--- config.mk ---
export PLATFORM = sky130hd
export DESIGN_NAME = sbm_ctrl
export DESIGN_NICKNAME = d
export VERILOG_FILES = /design/src/hw/rtl/sbm_pkg.sv /design/src/hw/rtl/sbm_ctrl.sv
export SDC_FILE = /design/constraint.sdc
export NUM_CORES = 1
export LEC_CHECK = 0
export BUFFER_PORTS_ARGS = -buffer_cell sky130_fd_sc_hd__clkbuf_2
export CAP_MARGIN = 20
export CORE_UTILIZATION = 40
export CTS_BUF_LIST = sky130_fd_sc_hd__clkbuf_4
export DETAILED_ROUTE_END_ITERATION = 16
export PLACE_DENSITY = 0.58
export SLEW_MARGIN = 20
export SYNTH_ARGS = -nofsm -noshare
export SYNTH_HDL_FRONTEND = slang
export SYNTH_SLANG_ARGS = --single-unit
--- constraint.sdc ---
create_clock -name clock -period 2.06 [get_ports clock]
set_clock_uncertainty 0.2 [all_clocks]
set_input_delay 0.412 -clock clock [delete_from_list [all_inputs] [get_ports clock]]
set_output_delay 0.412 -clock clock [all_outputs]
set_load 0.01 [all_outputs]
--- src/hw/rtl/sbm_pkg.sv ---
`timescale 1ns / 1ps
`default_nettype none
// ----------------------------------------------------------------------------
// sbm_pkg
// Shared types and constants of the sorted sparse byte memory.
// ----------------------------------------------------------------------------
package sbm_pkg;

   localparam int unsigned ADDR_W = 64;
   localparam int unsigned DATA_W = 64;
   localparam int unsigned SIZE_W = 4;
   localparam int unsigned OP_W   = 2;
   localparam int unsigned CC_W   = 4;

   typedef enum logic [1:0] {
      OP_READ_VALUE = 2'd0,
      OP_READ_CLASS = 2'd1,
      OP_WRITE      = 2'd2,
      OP_SET_CLASS  = 2'd3
   } op_type;

   typedef enum logic [1:0] {
      ST_OK           = 2'd0,
      ST_NOT_FOUND    = 2'd1,
      ST_UNDETERMINED = 2'd2,
      ST_FULL         = 2'd3
   } status_type;

   typedef struct packed {
      logic [1:0]  operation;
      logic [63:0] address;
      logic [3:0]  size;
      logic [63:0] write_value;
      logic [3:0]  class_code;
   } req_type;

   typedef struct packed {
      logic [63:0] read_data;
      logic [63:0] overflow;
      logic        all_defined;
      logic        not_present;
      logic        undetermined;
      logic [1:0]  status;
   } rsp_type;

   // datapath commands issued by the controller
   typedef enum logic [3:0] {
      CMD_NONE,
      CMD_LOAD,       // latch request, clear flags
      CMD_SRCH_INIT,  // lo=0 hi=count, key = addr + byte
      CMD_SRCH_RD,    // read address_store[mid]
      CMD_SRCH_CMP,   // compare registered read
      CMD_COUNT_MISS, // count a missing byte, next byte
      CMD_RDCHK_RD,   // read entry at base + byte
      CMD_RDCHK_EVAL, // evaluate entry for read
      CMD_SHIFT_RD,   // read entry at shift pointer - 1
      CMD_SHIFT_WR,   // write it at shift pointer, step down
      CMD_INS_WR,     // write new entry at pos
      CMD_UPD_RD,     // read byte entry at pos
      CMD_UPD_WR,     // write updated byte entry
      CMD_NEXT_BYTE,  // advance byte index
      CMD_FINISH,     // build result
      CMD_WR_START    // byte index and miss count back to zero
   } cmd_type;

   typedef struct packed {
      logic found;       // last search hit
      logic srch_done;   // lo >= hi or hit
      logic last_byte;   // byte index is size-1
      logic shift_done;  // shift pointer reached pos
      logic no_room;     // count + missing > entries
      logic is_read;
      logic is_rdval;
   } stat_type;

endpackage
`default_nettype wire

--- src/hw/rtl/sbm_ctrl.sv ---
`timescale 1ns / 1ps
`default_nettype none
// ----------------------------------------------------------------------------
// sbm_ctrl
// Sequencer: searches, room check, shift and insert, result handshake.
// ----------------------------------------------------------------------------
module sbm_ctrl (
   input  wire logic              clock,
   input  wire logic              reset,
   input  wire logic              req_valid,
   output logic                   req_ready,
   output logic                   rsp_valid,
   input  wire logic              rsp_ready,
   input  wire sbm_pkg::stat_type stat,
   output sbm_pkg::cmd_type       cmd
);
   typedef enum logic [4:0] {
      S_IDLE, S_RD_INIT, S_RD_SRD, S_RD_SCMP, S_RD_CRD, S_RD_CEV,
      S_CM_INIT, S_CM_SRD, S_CM_SCMP, S_CM_NEXT,
      S_W_CHK, S_W_INIT, S_W_SRD, S_W_SCMP, S_W_SHRD, S_W_SHWR, S_W_INS,
      S_W_URD, S_W_UWR, S_W_NEXT, S_FIN, S_RSP
   } state_type;

   state_type state_ff, state_in;
   logic      rsp_valid_ff, rsp_valid_in;

   assign req_ready = (state_ff == S_IDLE);
   assign rsp_valid = rsp_valid_ff;

   always_comb begin
      state_in     = state_ff;
      rsp_valid_in = rsp_valid_ff;
      cmd          = sbm_pkg::CMD_NONE;
      unique case (state_ff)
         S_IDLE: if (req_valid) begin
            cmd = sbm_pkg::CMD_LOAD;
            state_in = S_RD_INIT;
         end
         S_RD_INIT: begin
            // reads search byte zero; writes first count misses
            cmd = sbm_pkg::CMD_SRCH_INIT;
            state_in = stat.is_read ? S_RD_SRD : S_CM_SRD;
         end
         S_RD_SRD: if (stat.srch_done) begin
            state_in = stat.found ? S_RD_CRD : S_FIN;
         end else begin
            cmd = sbm_pkg::CMD_SRCH_RD;
            state_in = S_RD_SCMP;
         end
         S_RD_SCMP: begin
            cmd = sbm_pkg::CMD_SRCH_CMP;
            state_in = S_RD_SRD;
         end
         S_RD_CRD: begin
            cmd = sbm_pkg::CMD_RDCHK_RD;
            state_in = S_RD_CEV;
         end
         S_RD_CEV: begin
            cmd = sbm_pkg::CMD_RDCHK_EVAL;
            state_in = stat.last_byte ? S_FIN : S_RD_CRD;
         end
         S_CM_INIT: begin
            cmd = sbm_pkg::CMD_SRCH_INIT;
            state_in = S_CM_SRD;
         end
         S_CM_SRD: if (stat.srch_done) begin
            state_in = S_CM_NEXT;
         end else begin
            cmd = sbm_pkg::CMD_SRCH_RD;
            state_in = S_CM_SCMP;
         end
         S_CM_SCMP: begin
            cmd = sbm_pkg::CMD_SRCH_CMP;
            state_in = S_CM_SRD;
         end
         S_CM_NEXT: begin
            cmd = sbm_pkg::CMD_COUNT_MISS;
            state_in = stat.last_byte ? S_W_CHK : S_CM_INIT;
         end
         S_W_CHK: if (stat.no_room) begin
            // refused unchanged, miss count kept for the full status
            state_in = S_FIN;
         end else begin
            cmd = sbm_pkg::CMD_WR_START;
            state_in = S_W_INIT;
         end
         S_W_INIT: begin
            cmd = sbm_pkg::CMD_SRCH_INIT;
            state_in = S_W_SRD;
         end
         S_W_SRD: if (stat.srch_done) begin
            state_in = stat.found ? S_W_URD : S_W_SHRD;
         end else begin
            cmd = sbm_pkg::CMD_SRCH_RD;
            state_in = S_W_SCMP;
         end
         S_W_SCMP: begin
            cmd = sbm_pkg::CMD_SRCH_CMP;
            state_in = S_W_SRD;
         end
         S_W_SHRD: if (stat.shift_done) begin
            state_in = S_W_INS;
         end else begin
            cmd = sbm_pkg::CMD_SHIFT_RD;
            state_in = S_W_SHWR;
         end
         S_W_SHWR: begin
            cmd = sbm_pkg::CMD_SHIFT_WR;
            state_in = S_W_SHRD;
         end
         S_W_INS: begin
            cmd = sbm_pkg::CMD_INS_WR;
            state_in = S_W_URD;
         end
         S_W_URD: begin
            cmd = sbm_pkg::CMD_UPD_RD;
            state_in = S_W_UWR;
         end
         S_W_UWR: begin
            cmd = sbm_pkg::CMD_UPD_WR;
            state_in = stat.last_byte ? S_FIN : S_W_NEXT;
         end
         S_W_NEXT: begin
            cmd = sbm_pkg::CMD_NEXT_BYTE;
            state_in = S_W_INIT;
         end
         S_FIN: begin
            cmd = sbm_pkg::CMD_FINISH;
            rsp_valid_in = 1'b1;
            state_in = S_RSP;
         end
         S_RSP: if (rsp_ready) begin
            rsp_valid_in = 1'b0;
            state_in = S_IDLE;
         end
         default: state_in = S_IDLE;
      endcase
   end

   always_ff @(posedge clock) begin
      if (reset) begin
         state_ff     <= S_IDLE;
         rsp_valid_ff <= 1'b0;
      end else begin
         state_ff     <= state_in;
         rsp_valid_ff <= rsp_valid_in;
      end
   end
endmodule
`default_nettype wire

* Word level (Yosys, flattened, before mapping)
Index checks and enable logic that the tools add are counted.
** Storage, ports and cells
- Bits in registers :: 6
- Input bits :: 11
- Output and inout port bits :: 6
- Word-level logic and storage cells :: 55
** Cells by class
- Equal/unequal tests :: 23
- Muxes and demuxes :: 21
- Reduce and logical (&&, ||, !) cells :: 9
** Operator list (count)
- $pmux W5 S20 :: 1
- $pmux W4 S15 :: 1
- $mux W5 :: 9
- $eq A5 B4 Y1 const B :: 8
- $eq A5 B5 Y1 const B :: 6
- $eq A5 B3 Y1 const B :: 4
- $mux W4 :: 3
- $eq A5 B2 Y1 const B :: 2
- $reduce_or A3 Y1 :: 3
- $mux W3 :: 2
- $eq A5 B1 Y1 const B :: 1
- $logic_not A5 Y1 :: 1
- $ne A2 B2 Y1 const B :: 2
- $reduce_and A2 Y1 :: 2
- $reduce_or A2 Y1 :: 2
- $mux W1 :: 3
- $mux W2 :: 1
- $pmux W1 S2 :: 1
- $reduce_bool A2 Y1 :: 1

* Logic depth before layout (Yosys ltp)
Gate-level depths: netlist of run 1.
- Depth in word-level cells :: 3
- Depth in mapped cells :: 7
- Gate-level depth less buffers :: 4

* Least setup slack after synthesis of run 1
Ideal clock, no wire load.
- Path kind :: flip-flop to output port
- From :: register state_ff[3]
- To :: output port cmd[2]
- Data arrival time :: 1.283 ns
- Data required time :: 1.448 ns
- Setup slack :: 0.165 ns
- Stages on the path, launching flop included :: 6
- Buffers on the path :: 3
- Cells stage by stage :: dfxtp_1 > buf_4 > buf_2 > buf_1 > o31a_1 > o22ai_1
** On the way
- Cells in the longest elaborated chain, start to end :: 3
- Elaborated cells between the ends (all ways) :: 25
- Those cells by class :: 20 x eq/ne; 1 x mux; 4 x reduce/logical
** Ends and longest elaborated chain
- start: declaration :: line sbm_ctrl.sv:24 : state_type state_ff, state_in;
- start signal: assignment :: line sbm_ctrl.sv:145 : state_ff <= state_in;
- $eq A5 B4 Y1 (tied with other cells) :: line sbm_ctrl.sv:34 : unique case (state_ff)
- $reduce_or A3 Y1 (no source line)
- $pmux W4 S15 (*) :: line sbm_ctrl.sv:34
- end: declaration :: line sbm_ctrl.sv:15 : output sbm_pkg::cmd_type cmd
Every way passes the cells marked *; elsewhere a longest branch is shown, timed or not.

* Worst setup path after layout of run 1
- From :: register state_ff[0]
- To :: output port cmd[2]
The elaborated chain is that of the path after synthesis.

==> results of run 1 <==
[per-layer routing]
| metal | wire (µm) | up-vias | track usage, % |
|---|---|---|---|
| li1 | - | 581 | - |
| met1 | 1385 | 563 | 37.01 |
| met2 | 1547 | 73 | 46.76 |
| met3 | 251 | 8 | 4.361 |
| met4 | 65 | 0 | 10.29 |
| met5 | 0 | - | 0 |
[layout make-up]
cell class / instances / area [µm²]
inverters: 4 / 15.01
multi-input cells: 103 / 721.9
repair buffers: 55 / 396.6
clock buffers: 3 / 22.52
fillers: 169 / 695.7
flip-flops and latches: 6 / 136.4
well taps: 27 / 33.78
[kinds of logic (layout without fill, tap and decap cells)]
family / count (synthesis) / in the layout / share of synthesized area [%]
AO/OA/AOI/OAI: 45 / 45 / 36.99
buffers and inverters: 17 / 62 / 8.819
flip-flops: 6 / 6 / 13.66
multiplexers: 1 / 1 / 1.138
AND/OR/NAND/NOR: 57 / 57 / 39.40
[state kept, by name, indices dropped and copies added (netlist names)]
| name | count |
|---|---|
| state_ff | 5 |
| rsp_valid | 1 |
[how the worst min path moves through the flow]
stage,depth (start not counted),slack [ns],to,startpoint
3_3_place_gp,2,0.28,rsp_valid,rsp_valid
4_1_cts,2,0.23,state_ff[3],reset
5_1_grt,2,0.24,state_ff[0],reset
3_5_place_dp,2,0.28,rsp_valid,rsp_valid
2_1_floorplan,1,0.28,state_ff[0],reset
6_report,2,0.24,rsp_valid,reset
[repair_timing]
action                                  4_1_cts  5_1_grt
endpoints found under the hold margin         0        0
cloned                                        0        0
gates resized for setup                      19        8
hold buffers                                  0        0
pin swaps                                     7        3
buffers inserted                              7        2
endpoints found under the setup margin        5        5
[metrics by stage]
step           hold slack [ns]  instance area [µm²]  util (%)  TNS (ns)  std cells
2_1_floorplan           0.2799                879.6         -         0        126
3_5_place_dp            0.2781                 1159     57.30  -0.03850        186
4_1_cts                 0.2257                 1291     63.86   -0.3393        196
5_1_grt                 0.2354                 1326     65.59   -0.8025        198
6_report                0.2381                 1326     65.59   -0.5060        198
3_3_place_gp            0.2763                 1159     57.30  -0.01255        186
[critical path, delay by kind of cell (launching register included)]
kind	cells	cell delay (ns)
buffers and inverters	2	0.29
DFF	1	0.36
and+or+nand+nor	1	0.47
AOI/OAI and AO/OA	2	0.23
[cells in the final DEF, fill, tap and decap left out, types with 3 or more instances in the layout]
cell / synthesis / routed
dfxtp_4: 0 / 4
a211o_1: 3 / 3
clkbuf_4: 0 / 3
o21ai_0: 6 / 6
a211oi_1: 3 / 3
o211ai_1: 3 / 3
buf_4: 1 / 36
buf_6: 0 / 5
a21oi_1: 8 / 8
nand2b_1: 4 / 4
nor3_1: 7 / 6
a32o_1: 3 / 3
buf_2: 8 / 3
nand4_1: 3 / 3
nor2_1: 10 / 7
a31oi_1: 5 / 5
nand2_1: 6 / 6
nor2_2: 0 / 3
inv_1: 3 / 3
nor2b_1: 7 / 6
nor4_1: 3 / 3
clkbuf_2: 0 / 11
[where the power goes]
part | total [W] | switching, W | internal, W
registers | 0.000253 | 0.0000871 | 0.000166
logic | 0.00134 | 0.000674 | 0.000668
clock network | 0.000107 | 0.0000413 | 0.0000658
==> impl_results.md, run 1 <==
* Final period util at 107.4%
* Antenna Violating Nets Remaining at 0
* Yosys reg bits at 6
* Cell count after synthesis at 126
* Register area share after synthesis at 13.66%
* CTS H-tree depth at 1
* Crit path to: cmd[2]
* Vias per std cell at 6.187
* Crit path cell chain: buf_4, or4b_4, o31a_1, o22ai_1, buf_2
* Port bufs at 15
* Core box area at 0.002022 mm²
* CP max-delay cell: or4b_4
* Vias at 1225
* RR Endpoint: state_ff[0]
* Clk buf depth at 2
* Leakage at 0.5476 nW
* Die area at 0.002391 mm²
* Row cnt at 16
* IR Drop Worst-Case VDD at 1.033 mV
* Mapped Area at 879.6 µm²
* Residual DRC count at 0
* TritonCTS Sinks at 6
* RSZ-0062 raised after global routing: yes
* Slew headroom at 77.53%
* Starting Density at 43.50%
* Top post-synthesis cells by area: dfxtp_1 14%, nor2b_1 5.0%, a21oi_1 4.6%, buf_2 4.6%, nor2_1 4.3%
* Count of maximum capacitance violations at 0
* Top post-synthesis cells by count: 10 x nor2_1, 8 x a21oi_1, 8 x buf_2
* Critical path data arrival time at 1.60 ns
* PD cells at 1284 mW/mm²
* Post-Syn Nets at 137
* Number of flops mapped to enable cells by yosys at 0
* TritonCTS Buffers at 3
* R2R setup slack at 0.04 ns
* Initial antenna violation count at 0
* Failing checks: setup timing
* Routed Wire Length at 3250 µm
* Crit Path Class: register to primary output
* Total congestion overflow at 0
* Largest net degree at the start of global routing at 13
* Status: complete, but fails checks
* Clk root buf: clkbuf_4
* Startpoint types: register
* Synth area leader: dfxtp_1
* Synth unique cells at 43
* Detailed Place HPWL at 2317 µm
* Critical path endpoint category: primary output
* IO Pins at 17
* Inserted Diodes at 0
* First-pass GRT wire length at 5223 µm
* Worst min path class: primary input to register
* GRT Total Usage at 28.36%
* CP peak stage delay at 0.47 ns
* Post-place setup slack at -0.03850 ns
* WP data required at 1.45 ns
* Vert. Die Dim at 48.90 µm
* Reg2reg path depth at 6
* Placer congestion estimate at 0.9155
* Setup violators final at 4
* Post-synth ARST share at 0%
* TritonCTS clock tree: built
* Latest clock arrival within the worst-skew pair at 0.25 ns
* Setup ws final at -0.1530 ns
* Clock transition at path regs at 0.05 ns
* Die width at 48.90 µm
* Crit path from: state_ff[0]
* Top_reg_cell synth: dfxtp_1
* Max Freq at 0.4519 GHz
* Synth Warn # at 0
* Synth-to-layout area growth at 50.78%
* Fin nets at 184
* Layout cell share with drive strength beyond 1 at 45.03%
* Overall Power at 0.001703 W
* Crit path max fanout at 5
* Synth top area share at 13.66%
* Pre-antenna DRT Iters at 4
* First DRT Iteration DRCs at 51
* Worst R2R Start: state_ff[0]
* Measured slew at the worst slew-check pin at 0.3346 ns
* Avg Inst Size Synth at 6.981 µm²
* Final Hold Fails at 0
* Most common cell in the netlist: nor2_1
* Min Tclk post-route at 2.213 ns
* WL per Instance at 16.41 µm
* Final Slew Violations at 0
* Vias in the first global route at 1108
Note: power is estimated with default switching activity, not from simulation.
==> run 2: changes to the inputs <==
- PLACE_DENSITY: 0.58 -> 0.68
==> impl_results.md, run 2 (synthesized netlist as in run 1, its figures left out) <==
* WL met3 at 308 µm (+23%)
* Port bufs at 15 (unchanged)
* Worst min path class: primary input to register
* Status: complete, but fails checks
* Combinational Power Share at 78.6% (-0.2 points)
* Reg2reg path depth at 7 (+1)
* Overall Power at 0.001744 W (+2.4%)
* Seq pwr share at 15.4% (+0.5 points)
* WP data required at 1.45 ns (about the same)
* Placed insts at 183 (-1.6%)
* Placer congestion estimate at 0.9544 (+4.2%)
* Most frequent cells in the layout: 34 x buf_4, 12 x clkbuf_2, 8 x nor2_1, 8 x a21oi_1, 7 x nor2b_1
* Initial antenna violation count at 0 (unchanged)
* Starting Density at 43.50% (unchanged)
* Sw Ratio at 47.35% (+0.20 points)
* Worst hold endpoint: state_ff[2]
* Crit path max fanout at 6 (+1)
* Filler Cells Inserted at 176 (+4.1%)
* Min Tclk post-route at 2.194 ns (-0.01872 ns)
* Routed Wire Length at 3331 µm (+2.5%)
* Max Freq at 0.4557 GHz (+0.85%)
* Count of maximum capacitance violations at 0 (unchanged)
* CP max-delay cell: dfxtp_4
* Largest net degree at the start of global routing at 19 (+6)
* Pre-antenna DRT Iters at 4 (unchanged)
* Commonest non-fill, non-tap cell in the layout: buf_4
* Die width at 48.90 µm (unchanged)
* DR top layer: met4
* Slew headroom at 70.91% (-6.6 points)
* Fin nets at 183 (-0.54%)
* Latest clock arrival within the worst-skew pair at 0.24 ns (about the same)
* Setup violators final at 4 (unchanged)
* Max reg flops at 5 (unchanged)
* Total congestion overflow at 0 (unchanged)
* Die area at 0.002391 mm² (unchanged)
* Vias per std cell at 6.426 (+3.9%)
* Vias in the first global route at 1180 (+6.5%)
* HP Start: reset
* Synth-to-layout area growth at 52.63%
* RSZ-0062 raised after global routing: yes
* Final Hold Fails at 0 (unchanged)
* Crit path from: state_ff[0]
* Core box area at 0.002022 mm² (unchanged)
* PD cells at 1299 mW/mm² (+1.2%)
* Clk network pwr share at 5.9% (-0.4 points)
* Clock transition at path regs at 0.04 ns (about the same)
* WHS Path Cells at 2 (unchanged)
* TritonCTS Buffers at 3 (unchanged)
* Inserted Diodes at 0 (unchanged)
* Clk root buf: clkbuf_4
* Setup ws final at -0.1342 ns (+0.01872 ns)
* Most flops, register: state_ff
* Worst path bufs/invs at 2 (unchanged)
* Startpoint types: register
* Residual DRC count at 0 (unchanged)
* Row cnt at 16 (unchanged)
* IO Pins at 17 (unchanged)
* Metal-1 WL at 1381 µm (-0.29%)
* Final Slew Violations at 0 (unchanged)
* Leakage at 0.5444 nW (-0.59%)
* IR Drop Worst-Case VDD at 0.5967 mV (-42%)
* TritonCTS Sinks at 6 (unchanged)
* Vias at 1266 (+3.3%)
* WL per Instance at 16.91 µm (+3.0%)
* Final period util at 106.5% (-0.91 points)
* Worst R2R Start: state_ff[0]
* Critical path data arrival time at 1.58 ns (-0.02 ns)
* Critical path endpoint category: primary output
* Failing checks: setup timing
* Final non-filler cell total at 197 (-0.51%)
* Detailed Place HPWL at 2188 µm (-5.6%)
* Internal Power at 0.0009184 W (+2.1%)
* Fin util at 66.40% (+0.80 points)
* CP peak stage delay at 0.38 ns (-0.09 ns)
* GRT Total Usage at 27.53% (-0.83 points)
* Clk buf depth at 2 (unchanged)
* Layout cell share with drive strength beyond 1 at 45.88% (+0.85 points)
* Crit path max-delay family: compound AO/OA/AOI/OAI gates
* CTS H-tree depth at 1 (unchanged)
* Vert. Die Dim at 48.90 µm (unchanged)
* Measured slew at the worst slew-check pin at 0.4337 ns (+0.09918 ns)
* First-pass GRT wire length at 5306 µm (+1.6%)
* RR Endpoint: state_ff[4]
* R2R setup slack at 0.01 ns (-0.03 ns)
* Antenna Violating Nets Remaining at 0 (unchanged)
* Met2 routed WL at 1567 µm (+1.3%)
* TritonCTS clock tree: built
* Crit Path Class: register to primary output
* Crit path cell chain: buf_4, nor2_1, a211o_1, a32oi_2, nand3_1, buf_2
* First DRT Iteration DRCs at 54 (+5.9%)
* Net Switching at 0.0008258 W (+2.9%)
run 2: cell type report:
| type | instances | area [µm²] | area share, % |
|---|---|---|---|
| Clock buffer | 3 | 22.52 | 1.678 |
| Inverter | 4 | 18.77 | 1.398 |
| Multi-Input combinational cell | 103 | 733.2 | 54.61 |
| Sequential cell | 6 | 138.9 | 10.34 |
| Tap cell | 27 | 33.78 | 2.516 |
| Timing Repair Buffer | 54 | 395.4 | 29.45 |
run 2: through the flow:
| step | instance area (µm²) | TNS (ns) | setup WS, ns | hold slack [ns] |
|---|---|---|---|---|
| after CTS | 1305 | -0.2777 | -0.1156 | 0.2249 |
| after detailed placement | 1149 | -0.02003 | -0.01030 | 0.2783 |
| final | 1343 | -0.3004 | -0.1342 | 0.2515 |
| after global placement | 1149 | 0 | 0.001862 | 0.2750 |
| after global routing | 1343 | -0.4948 | -0.1776 | 0.2478 |
| after floorplan | 879.6 | 0 | 0.1654 | 0.2799 |
run 2: worst max-delay path by stage:
| stage | to | slack (ns) | depth (start not counted) |
|---|---|---|---|
| 2_1_floorplan | cmd[2] | 0.17 | 5 |
| 3_3_place_gp | cmd[0] | 0.002 | 6 |
| 3_5_place_dp | cmd[0] | -0.01 | 6 |
| 4_1_cts | cmd[1] | -0.12 | 6 |
| 5_1_grt | cmd[0] | -0.18 | 6 |
| 6_report | cmd[0] | -0.13 | 6 |
run 2: timing repair:
action                     CTS  global route
setup buffers               11             0
hold endpoints to repair     0             0
hold buffers                 0             0
pin swaps                    8             4
setup endpoints to repair    5             7
gates resized for setup     19            11
run 2: routing by layer:
layer  GRT usage (%)  vias up
li1                -      583
met1           35.96      573
met2           44.44       98
met3           5.296       12
met4           10.29        0
met5               0        -
run 2: power groups by stage:
stage | Clock [W] | Combinational [W] | Sequential [W]
floorplan | 0 | 0.000713 | 0.000170
global placement | 0 | 0.00110 | 0.000248
detailed placement | 0 | 0.00112 | 0.000250
CTS | 0.000109 | 0.00128 | 0.000254
global route | 0.000117 | 0.00147 | 0.000274
finish | 0.000104 | 0.00137 | 0.000269
==> run 3: changes to the inputs <==
- CORE_ASPECT_RATIO: unset -> 0.6
==> impl_results.md, run 3 (synthesized netlist as in run 1, its figures left out) <==
* Status: complete, but fails checks
* Failing checks: setup timing
* Layout cell share with drive strength beyond 1 at 41.03% (-4.9 points)
* Setup violators final at 4 (unchanged)
* Post-place setup slack at -0.003623 ns (+0.006674 ns)
* Startpoint types: register
* Worst path bufs/invs at 2 (unchanged)
* Max Freq at 0.4598 GHz (+0.88%)
* Pre-antenna DRT Iters at 5 (+1)
* Residual DRC count at 0 (unchanged)
* CTS H-tree depth at 1 (unchanged)
* Clock transition at path regs at 0.06 ns (+0.02 ns)
* Most flops, register: state_ff
* Core box area at 0.001952 mm² (-3.5%)
* Total congestion overflow at 0 (unchanged)
* Setup ws final at -0.1150 ns (+0.01923 ns)
* Inserted Diodes at 0 (unchanged)
* Starting Density at 45.06% (+1.6 points)
* Detailed Place HPWL at 2290 µm (+4.6%)
* Vias per std cell at 6.625 (+3.1%)
* Synth-to-layout area growth at 38.26%
* Cts hold-fix bufs at 0 (unchanged)
* Critical path data arrival time at 1.56 ns (-0.02 ns)
* RSZ-0062 raised after global routing: yes
* Die area at 0.002397 mm² (+0.26%)
* CP peak stage delay at 0.41 ns (+0.03 ns)
* Commonest non-fill, non-tap cell in the layout: buf_4
* TNS Setup at -0.3327 ns (-0.03234 ns)
* Largest net degree at the start of global routing at 19 (unchanged)
* First-pass GRT wire length at 4968 µm (-6.4%)
* Clk root buf: clkbuf_4
* Reg2reg path depth at 5 (-2)
* IO Pins at 17 (unchanged)
* First DRT Iteration DRCs at 138 (+160%)
* TritonCTS clock tree: built
* Vias in the first global route at 1062 (-10%)
* Slew headroom at 73.57% (+2.7 points)
* Latest clock arrival within the worst-skew pair at 0.25 ns (about the same)
* IR Drop Worst-Case VDD at 0.4927 mV (-17%)
* Measured slew at the worst slew-check pin at 0.3940 ns (-0.03973 ns)
* WL per Instance at 17.93 µm (+6.0%)
* Antenna Violating Nets Remaining at 0 (unchanged)
* Final Hold Fails at 0 (unchanged)
* Fin util at 62.31% (-4.1 points)
* Vias at 1219 (-3.7%)
* Crit path cell chain: buf_6, nor3b_2, a21oi_1, or4_1, nand3_1, buf_2
* CP max-delay cell: or4_1
* Row cnt at 12 (-4)
* Max reg flops at 5 (unchanged)
* Routed Wire Length at 3299 µm (-0.96%)
* Min Tclk post-route at 2.175 ns (-0.01923 ns)
* Die width at 62.54 µm (+28%)
* PD cells at 1373 mW/mm² (+5.7%)
* Crit path max-delay family: simple AND/OR/NAND/NOR gates
* WP data required at 1.45 ns (about the same)
* Most frequent cells in the layout: 19 x buf_4, 12 x clkbuf_2, 7 x nor2_1, 7 x a21oi_1, 7 x nor3_1
* Port bufs at 15 (unchanged)
* GRT Total Usage at 27.41% (-0.11 points)
* Crit Path Class: register to primary output
* Worst path depth at 6 (unchanged)
* Crit path max fanout at 6 (unchanged)
* Worst min path class: primary input to register
* Placer congestion estimate at 0.9694 (+1.6%)
* Critical path endpoint category: primary output
* Fin nets at 169 (-7.7%)
* WHS Path Cells at 2 (unchanged)
* Final period util at 105.6% (-0.93 points)
* TritonCTS Buffers at 3 (unchanged)
* Leakage at 0.4658 nW (-14%)
* TritonCTS Sinks at 6 (unchanged)
* Vert. Die Dim at 38.33 µm (-22%)
* Clk buf depth at 2 (unchanged)
* Final Slew Violations at 0 (unchanged)
* Count of maximum capacitance violations at 0 (unchanged)
* Initial antenna violation count at 0 (unchanged)
run 3: changes by cell type in the layout (fill, tap and decap cells not counted), sizes merged:
cell | before | now
buf | 42 | 28
run 3: final cells by class:
| class | count | area [µm²] |
|---|---|---|
| flip-flops and latches | 6 | 133.9 |
| repair buffers | 40 | 285.3 |
| fillers | 184 | 735.7 |
| well taps | 28 | 35.03 |
| clock buffers | 3 | 22.52 |
| inverters | 4 | 18.77 |
| multi-input cells | 103 | 720.7 |
run 3: path summary, 6_finish.rpt:
path,startpoint,endpoint,slack (ns)
worst max-delay path,state_ff[0],cmd[0],-0.12
worst min-delay path,reset,state_ff[3],0.23
worst max register to register,state_ff[2],state_ff[0],0.12
worst min register to register,rsp_valid,rsp_valid,0.33
run 3: through the flow:
| step | hold slack, ns | cells | total power [W] | instance area [µm²] |
|---|---|---|---|---|
| 2_1_floorplan | 0.2799 | 126 | 0.0008827 | 879.6 |
| 3_3_place_gp | 0.2707 | 175 | 0.001274 | 1070 |
| 3_5_place_dp | 0.3028 | 175 | 0.001298 | 1070 |
| 4_1_cts | 0.2243 | 181 | 0.001526 | 1161 |
| 5_1_grt | 0.2270 | 184 | 0.001757 | 1216 |
| 6_report | 0.2279 | 184 | 0.001669 | 1216 |
run 3: routing by layer:
layer	share of wire, %	vias up	track usage, %
met1	42	558	35.07
li1	-	550	-
met3	12	12	5.655
met5	0	-	0
met4	2.4	0	7.558
met2	44	99	47.55
run 3: power by group:
part / internal [W] / total, W / switching (W)
registers: 0.000165 / 0.000251 / 0.0000863
logic: 0.000615 / 0.00130 / 0.000684
clock network: 0.0000666 / 0.000119 / 0.0000522
total: 0.000847 / 0.00167 / 0.000823
run 3: timing repair:
action,in CTS,in global routing
endpoints found under the setup margin,5,6
gates resized for setup,16,14
pin swaps,5,5
setup buffers,3,3
run 3: worst register-to-register path, stage by stage (launching register included):
cell      delay (ns)
dfxtp_2         0.44
buf_4           0.26
nor2_1          0.09
a22o_1          0.25
a211oi_1        0.39
a311oi_2        0.15
